<file path="config.mk">
export PLATFORM = sky130hd
export DESIGN_NAME = linear_array_deque
export DESIGN_NICKNAME = d
export VERILOG_FILES = /design/src/rtl/core/ladq_pkg.sv /design/src/rtl/core/linear_array_deque.sv /design/src/rtl/core/ladq_ram.sv
export SDC_FILE = /design/constraint.sdc
export NUM_CORES = 1
export LEC_CHECK = 0
export ABC_AREA = 1
export ABC_CLOCK_PERIOD_IN_PS = 7880
export CAP_MARGIN = 20
export CORE_MARGIN = 2
export CORE_UTILIZATION = 60
export CTS_BUF_LIST = sky130_fd_sc_hd__clkbuf_16
export DETAILED_ROUTE_END_ITERATION = 7
export DONT_BUFFER_PORTS = 1
export HOLD_SLACK_MARGIN = 0.03
export PLACE_DENSITY = 0.83
export SLEW_MARGIN = 20
export SYNTH_ARGS = -nofsm -noshare
export SYNTH_HDL_FRONTEND = slang
export SYNTH_SLANG_ARGS = --single-unit
export TNS_END_PERCENT = 5
</file>
<file path="constraint.sdc">
create_clock -name clk -period 7.88 [get_ports clk]
set_input_delay 0.788 -clock clk [delete_from_list [all_inputs] [get_ports clk]]
set_output_delay 0.788 -clock clk [all_outputs]
set_load 0.03 [all_outputs]
</file>
<file path="src/rtl/core/ladq_pkg.sv">
// Shared types and command/status codes for the linear array deque.
package ladq_pkg;

    localparam int CMD_W    = 3;
    localparam int STATUS_W = 2;
    localparam int DATA_W   = 32;

    typedef logic [CMD_W-1:0]        cmd_t;
    typedef logic [STATUS_W-1:0]     status_t;
    typedef logic signed [DATA_W-1:0] data_t;

    localparam cmd_t CMD_INS_FRONT = 3'd0;
    localparam cmd_t CMD_INS_REAR  = 3'd1;
    localparam cmd_t CMD_DEL_FRONT = 3'd2;
    localparam cmd_t CMD_DEL_REAR  = 3'd3;
    localparam cmd_t CMD_DISPLAY   = 3'd4;

    localparam status_t ST_OK        = 2'd0;
    localparam status_t ST_OVERFLOW  = 2'd1;
    localparam status_t ST_UNDERFLOW = 2'd2;
    localparam status_t ST_EMPTY     = 2'd3;

endpackage

</file>
<file path="src/rtl/core/linear_array_deque.sv">
// Linear array deque: a double-ended queue in a fixed array of DEPTH slots.
// The front grows down toward slot 0 and the rear up toward slot DEPTH-1; an
// insert on a side that has reached its end reports overflow even when the
// other side has room. Deletes on an empty queue report underflow, and the
// delete that empties the queue sends both indices back to slot 0. A display
// streams the stored elements front to rear, one transfer per cycle unless
// out_stall holds the output, with last set on the final one; an empty queue
// gives a single empty status. An insert or delete command is accepted and
// accesses the element memory, then its result goes to the output register. A
// display is paced by the single read port of the element memory. Command
// codes 5 to 7 are dropped and give no result. The output register lets a new
// command be accepted while the previous result still waits on out_stall.
module linear_array_deque #(
    parameter int DEPTH = 16
) (
    input  logic               clk,
    input  logic               rst_n,
    input  logic               in_valid,
    output logic               in_stall,
    input  ladq_pkg::cmd_t     cmd,
    input  ladq_pkg::data_t    value,
    output logic               out_valid,
    input  logic               out_stall,
    output ladq_pkg::status_t  status,
    output ladq_pkg::data_t    data,
    output logic               last
);
    import ladq_pkg::*;

    localparam int AW = (DEPTH > 1) ? $clog2(DEPTH) : 1;
    localparam logic [AW-1:0] LAST_SLOT = AW'(DEPTH - 1);

    localparam logic S_IDLE = 1'b0;
    localparam logic S_PEND = 1'b1;

    logic          state_reg, state_next;
    logic [AW-1:0] head_reg, head_next;
    logic [AW-1:0] tail_reg, tail_next;
    logic          empty_reg, empty_next;
    logic [AW-1:0] walk_reg, walk_next;
    status_t       pend_status_reg, pend_status_next;
    logic          pend_last_reg, pend_last_next;
    logic          pend_ram_reg, pend_ram_next;
    logic          pend_walk_reg, pend_walk_next;
    logic          out_valid_reg, out_valid_next;
    status_t       out_status_reg, out_status_next;
    data_t         out_data_reg, out_data_next;
    logic          out_last_reg, out_last_next;

    logic          ram_we;
    logic [AW-1:0] ram_waddr;
    logic          ram_re;
    logic [AW-1:0] ram_raddr;
    data_t         ram_rdata;
    logic          out_free;
    logic [AW-1:0] walk_inc;

    ladq_ram #(
        .DEPTH (DEPTH),
        .AW    (AW)
    ) u_ram (
        .clk   (clk),
        .we    (ram_we),
        .waddr (ram_waddr),
        .wdata (value),
        .re    (ram_re),
        .raddr (ram_raddr),
        .rdata (ram_rdata)
    );

    assign in_stall  = (state_reg != S_IDLE);
    assign out_free  = !out_valid_reg || !out_stall;
    assign walk_inc  = walk_reg + AW'(1);

    always_comb
    begin
        state_next       = state_reg;
        head_next        = head_reg;
        tail_next        = tail_reg;
        empty_next       = empty_reg;
        walk_next        = walk_reg;
        pend_status_next = pend_status_reg;
        pend_last_next   = pend_last_reg;
        pend_ram_next    = pend_ram_reg;
        pend_walk_next   = pend_walk_reg;
        out_valid_next   = out_valid_reg;
        out_status_next  = out_status_reg;
        out_data_next    = out_data_reg;
        out_last_next    = out_last_reg;
        ram_we           = 1'b0;
        ram_waddr        = '0;
        ram_re           = 1'b0;
        ram_raddr        = '0;

        // Output register drains independently of the command side.
        if (out_valid_reg && !out_stall)
        begin
            out_valid_next = 1'b0;
        end

        case (state_reg)
            S_IDLE:
            begin
                if (in_valid)
                begin
                    pend_status_next = ST_OK;
                    pend_last_next   = 1'b1;
                    pend_ram_next    = 1'b0;
                    pend_walk_next   = 1'b0;
                    state_next       = S_PEND;
                    case (cmd)
                        CMD_INS_FRONT, CMD_INS_REAR:
                        begin
                            if (empty_reg)
                            begin
                                head_next  = '0;
                                tail_next  = '0;
                                empty_next = 1'b0;
                                ram_we     = 1'b1;
                                ram_waddr  = '0;
                            end
                            else if (cmd == CMD_INS_FRONT)
                            begin
                                if (head_reg == '0)
                                begin
                                    pend_status_next = ST_OVERFLOW;
                                end
                                else
                                begin
                                    head_next = head_reg - AW'(1);
                                    ram_we    = 1'b1;
                                    ram_waddr = head_reg - AW'(1);
                                end
                            end
                            else
                            begin
                                if (tail_reg == LAST_SLOT)
                                begin
                                    pend_status_next = ST_OVERFLOW;
                                end
                                else
                                begin
                                    tail_next = tail_reg + AW'(1);
                                    ram_we    = 1'b1;
                                    ram_waddr = tail_reg + AW'(1);
                                end
                            end
                        end
                        CMD_DEL_FRONT, CMD_DEL_REAR:
                        begin
                            if (empty_reg)
                            begin
                                pend_status_next = ST_UNDERFLOW;
                            end
                            else
                            begin
                                ram_re        = 1'b1;
                                ram_raddr     = (cmd == CMD_DEL_FRONT) ? head_reg : tail_reg;
                                pend_ram_next = 1'b1;
                                if (head_reg == tail_reg)
                                begin
                                    head_next  = '0;
                                    tail_next  = '0;
                                    empty_next = 1'b1;
                                end
                                else if (cmd == CMD_DEL_FRONT)
                                begin
                                    head_next = head_reg + AW'(1);
                                end
                                else
                                begin
                                    tail_next = tail_reg - AW'(1);
                                end
                            end
                        end
                        CMD_DISPLAY:
                        begin
                            if (empty_reg)
                            begin
                                pend_status_next = ST_EMPTY;
                            end
                            else
                            begin
                                ram_re         = 1'b1;
                                ram_raddr      = head_reg;
                                walk_next      = head_reg;
                                pend_ram_next  = 1'b1;
                                pend_walk_next = 1'b1;
                                pend_last_next = (head_reg == tail_reg);
                            end
                        end
                        default:
                        begin
                            // Drop unused codes without a result.
                            state_next = S_IDLE;
                        end
                    endcase
                end
            end
            S_PEND:
            begin
                if (out_free)
                begin
                    out_valid_next  = 1'b1;
                    out_status_next = pend_status_reg;
                    out_data_next   = pend_ram_reg ? ram_rdata : '0;
                    out_last_next   = pend_last_reg;
                    if (pend_walk_reg && !pend_last_reg)
                    begin
                        // Advance the display to the next slot.
                        walk_next      = walk_inc;
                        ram_re         = 1'b1;
                        ram_raddr      = walk_inc;
                        pend_last_next = (walk_inc == tail_reg);
                    end
                    else
                    begin
                        state_next = S_IDLE;
                    end
                end
            end
            default:
            begin
                state_next = S_IDLE;
            end
        endcase
    end

    always_ff @(posedge clk or negedge rst_n)
    begin
        if (!rst_n)
        begin
            state_reg     <= S_IDLE;
            head_reg      <= '0;
            tail_reg      <= '0;
            empty_reg     <= 1'b1;
            out_valid_reg <= 1'b0;
        end
        else
        begin
            state_reg     <= state_next;
            head_reg      <= head_next;
            tail_reg      <= tail_next;
            empty_reg     <= empty_next;
            out_valid_reg <= out_valid_next;
        end
    end

    always_ff @(posedge clk)
    begin
        walk_reg        <= walk_next;
        pend_status_reg <= pend_status_next;
        pend_last_reg   <= pend_last_next;
        pend_ram_reg    <= pend_ram_next;
        pend_walk_reg   <= pend_walk_next;
        out_status_reg  <= out_status_next;
        out_data_reg    <= out_data_next;
        out_last_reg    <= out_last_next;
    end

    assign out_valid = out_valid_reg;
    assign status    = out_status_reg;
    assign data      = out_data_reg;
    assign last      = out_last_reg;

endmodule

</file>
<file path="src/rtl/core/ladq_ram.sv">
// Element store: one write port, one read port with registered read data.
module ladq_ram #(
    parameter int DEPTH = 16,
    parameter int AW    = 4
) (
    input  logic             clk,
    input  logic             we,
    input  logic [AW-1:0]    waddr,
    input  ladq_pkg::data_t  wdata,
    input  logic             re,
    input  logic [AW-1:0]    raddr,
    output ladq_pkg::data_t  rdata
);
    import ladq_pkg::*;

    data_t mem [DEPTH];
    data_t rdata_reg;

    always_ff @(posedge clk)
    begin
        if (we)
        begin
            mem[waddr] <= wdata;
        end
    end

    // Read data holds until the next read.
    always_ff @(posedge clk)
    begin
        if (re)
        begin
            rdata_reg <= mem[raddr];
        end
    end

    assign rdata = rdata_reg;

endmodule

</file>
==> run summary <==
By area the synthesized netlist is led by sky130_fd_sc_hd__edfxtp_1 (68%), sky130_fd_sc_hd__nand3_1 (12%), sky130_fd_sc_hd__nand2_1 (9.2%). The hold violation count in the final report was 0. The number of antenna violations at the first check in global routing came out at 0. In this run the register-to-register setup slack is 4.14 ns. Entering global routing, the biggest net connects 222 pins. The signal arrival time at the worst endpoint was 4.24 ns.

The post-synthesis area per instance was 10.74 µm². Global routing used 28.76% of the available tracks. The number of violations of the max-capacitance limit was 0; the data required time of the critical path was 8.38 ns. The tools report the max-slew violation count as 0. Routability-driven placement finished with a final weighted congestion of 0.9035. Capturing point of the worst reg2reg path: u_ram.rdata[8]. Summed over its instances, the top area cell type makes up 68.43% of the synthesized netlist area.

The register with the most flip-flops in the layout has 512 of them. The logs give 0.01596 ns for the final worst clock skew and 30 for the count of distinct cell types in the synthesized netlist. Worst setup path endpoint: u_ram.rdata[8].

The floorplan has 75 rows. Setup violations remaining at the end of the flow were counted as 0. For this run, design rule violations remaining after detail routing come to 0. The number of buffers between clock root and the deepest sink was 3; the residual antenna-violating net count after detailed routing was 0. The tools report the leakage power as 11.46 nW.

In the synthesized netlist the dominant register cell turns out to be sky130_fd_sc_hd__edfxtp_1. The number of sinks driven by the clock tree was 599. TritonCTS built the clock tree. For the diode insertion count for antenna repair, the log shows 0. The run finished with clean final reports.

Dividing the detail-routed wire length by the instance count gives 21.48 µm. Element type at the critical path end: a register. 76 I/O pins were placed. Leading area contributor after synthesis: sky130_fd_sc_hd__edfxtp_1. The number of global-route vias before repair came out at 17410.

The length in cells of the worst reg-to-reg path came out at 11. The library cell used most frequently in the layout, excluding fill and tap cells, is sky130_fd_sc_hd__nand2_1. The logs give 66.87% for the core utilization of the finished layout and 69.50% for the share of the yosys chip area belonging to registers. The first global-routing pass estimated 96950 µm of wire.

The number of fill cells in the layout is 2905. Detailed placement finished with a half-perimeter wire length of 30910 µm. The minimum period implied by the final worst setup slack works out to 3.742 ns. Remaining max-slew budget at the tightest pin: 24.26%. The area added between synthesis and finish was 9.432%.

During placement, the flow inserted port buffers numbering 0. Once the floorplan was initialized, standard cells occupied 61.10% of the core. The worst setup path is launched from a register. The routed via count is 17610.

The fraction of final layout cells sized beyond drive strength 1 is 6.125%. When the netlist entered floorplanning its net count stood at 2447. The worst register-to-register path begins at in_stall.

The flip-flop and latch count after synthesis is 599, and the residual overflow from global routing is 0. The biggest fanout along the worst timing path is 66, and the detailed-routing iteration count for the pre-antenna-repair pass is 6. The min-delay analysis places its worst path in the category in -> reg. The share of synthesized flip-flops with an asynchronous set or reset was 1.836%; the height of the die was 211.4 µm.

The core region is 0.04223 mm². Dividing total power by cell area gives a power density of 260.5 mW/mm². The width of the die is 211.4 µm, and the count of routing violations after the opening detailed-route iteration is 2737. The number of synthesized flops with an enable pin is 588.

The tools report the overall routed net length as 63120 µm. The count of H-tree levels built during CTS came out at 2. The final net count was 2402. The area of the die was 0.04468 mm²; the clock latency at the later pin of the worst-skew pair was 0.63 ns. In the layout the commonest cells are sky130_fd_sc_hd__nand2_1 (629), sky130_fd_sc_hd__nand3_1 (596), sky130_fd_sc_hd__edfxtp_1 (588).

The post-route clock period utilization is 47.49%, and the number of buffers created by CTS is 58. The instance count of the mapped netlist is 2402, and the actual transition at the worst max-transition pin is 1.136 ns. After routing, the total negative slack on setup checks comes to 0 ns.

Clock-pin slew was measured on the worst setup and hold paths at 0.06 ns. Derived from the worst setup path, the maximum achievable clock frequency is 0.2672 GHz. CTS placed an instance of sky130_fd_sc_hd__clkbuf_16 at the clock tree root.

For the synthesized cell area, the log shows 0.02580 mm². Setup repair after global routing left no endpoint under its margin. In the routed layout, each cell is associated on average with a via count of 5.993. The critical path starts at in_stall. The Yosys step of the flow raised 0 warnings. The critical path is of the reg -> reg type. IR analysis of the VDD net gives a maximum drop of 0.2006 mV.
-- what timing repair did --
action / CTS / global route
buffers inserted: 0 / 0
endpoints found under the hold margin: 11 / 0
hold buffers: 1 / 0
gates resized for setup: 0 / 0
-- layer usage --
metal  share of wire [%]  GRT usage (%)
met4                 3.7          13.38
met3                  11          5.385
met5                   0              0
met1                  37          37.77
met2                  48          46.98
-- kinds of logic after synthesis --
kind of cell / after synthesis / share of synthesized area, %
xor gates and xnor gates: 15 / 0.5092
DFF: 599 / 69.50
buffers and inverters: 460 / 7.051
and+or+nand+nor: 1272 / 21.53
AOI/OAI and AO/OA: 50 / 1.115
adders and majority gates: 6 / 0.2909
-- where the power goes --
group          leakage, nW  total, W  internal, W  switching, W
clock network        0.946   0.00274      0.00158       0.00116
registers             5.46   0.00382      0.00367      0.000147
logic                 5.05  0.000803     0.000231      0.000572
total                 11.5   0.00736      0.00548       0.00188
-- area by class of cell --
type | instances | area, µm² | share of cell area, %
Clock buffer | 59 | 1476 | 5.229
Clock inverter | 44 | 387.9 | 1.374
Inverter | 321 | 1205 | 4.267
Multi-Input combinational cell | 1343 | 6276 | 22.23
Sequential cell | 599 | 17930 | 63.51
Tap cell | 539 | 674.4 | 2.388
Timing Repair Buffer | 34 | 282.8 | 1.001
-- stage by stage --
| stage | total power (W) | cell area [µm²] | instances | hold slack (ns) | setup slack, ns |
|---|---|---|---|---|---|
| finish | 0.007356 | 28240 | 2939 | 0.2539 | 4.138 |
| global route | 0.007585 | 28240 | 2939 | 0.2401 | 3.896 |
| detailed placement | 0.004662 | 26360 | 2835 | 0.4294 | 4.090 |
| global placement | 0.004638 | 26360 | 2835 | 0.4087 | 4.119 |
| floorplan | 0.004414 | 25800 | 2402 | 0.4003 | 3.241 |
| CTS | 0.007365 | 28240 | 2939 | 0.2300 | 4.148 |
-- cells in the mapped netlist (all sizes together), types with 3 or more instances --
| cell | instances |
|---|---|
| a21oi | 7 |
| buf | 83 |
| clkbuf | 56 |
| dfrtp | 10 |
| edfxtp | 588 |
| ha | 6 |
| inv | 321 |
| nand2 | 630 |
| nand3 | 598 |
| nor2 | 41 |
| o21ai | 30 |
| o22ai | 6 |
| xnor2 | 3 |
| xor2 | 12 |
-- how the worst min path moves through the flow --
stage,cells past startpoint,endpoint,from
global route,0,u_ram.mem[10][9],value[9]
finish,0,u_ram.mem[12][8],value[8]
CTS,0,u_ram.mem[10][9],value[9]
global placement,0,status[1],pend_status_reg[1]
floorplan,0,status[0],pend_status_reg[0]
detailed placement,0,status[0],pend_status_reg[0]
-- critical path, cell delays in order (launching register included) --
cell and delay (ns):
sky130_fd_sc_hd__dfrtp_1 0.61, sky130_fd_sc_hd__nor2_4 0.33, sky130_fd_sc_hd__nand3_1 0.18, sky130_fd_sc_hd__nor2_1 0.26
sky130_fd_sc_hd__nand2_1 0.14, sky130_fd_sc_hd__o21ai_4 0.07, sky130_fd_sc_hd__buf_4 0.68, sky130_fd_sc_hd__buf_4 0.78
sky130_fd_sc_hd__nand3_1 0.16, sky130_fd_sc_hd__nand3_1 0.12, sky130_fd_sc_hd__nand3_1 0.11, sky130_fd_sc_hd__nand2_1 0.10
Power figures use the tool's default switching activity.
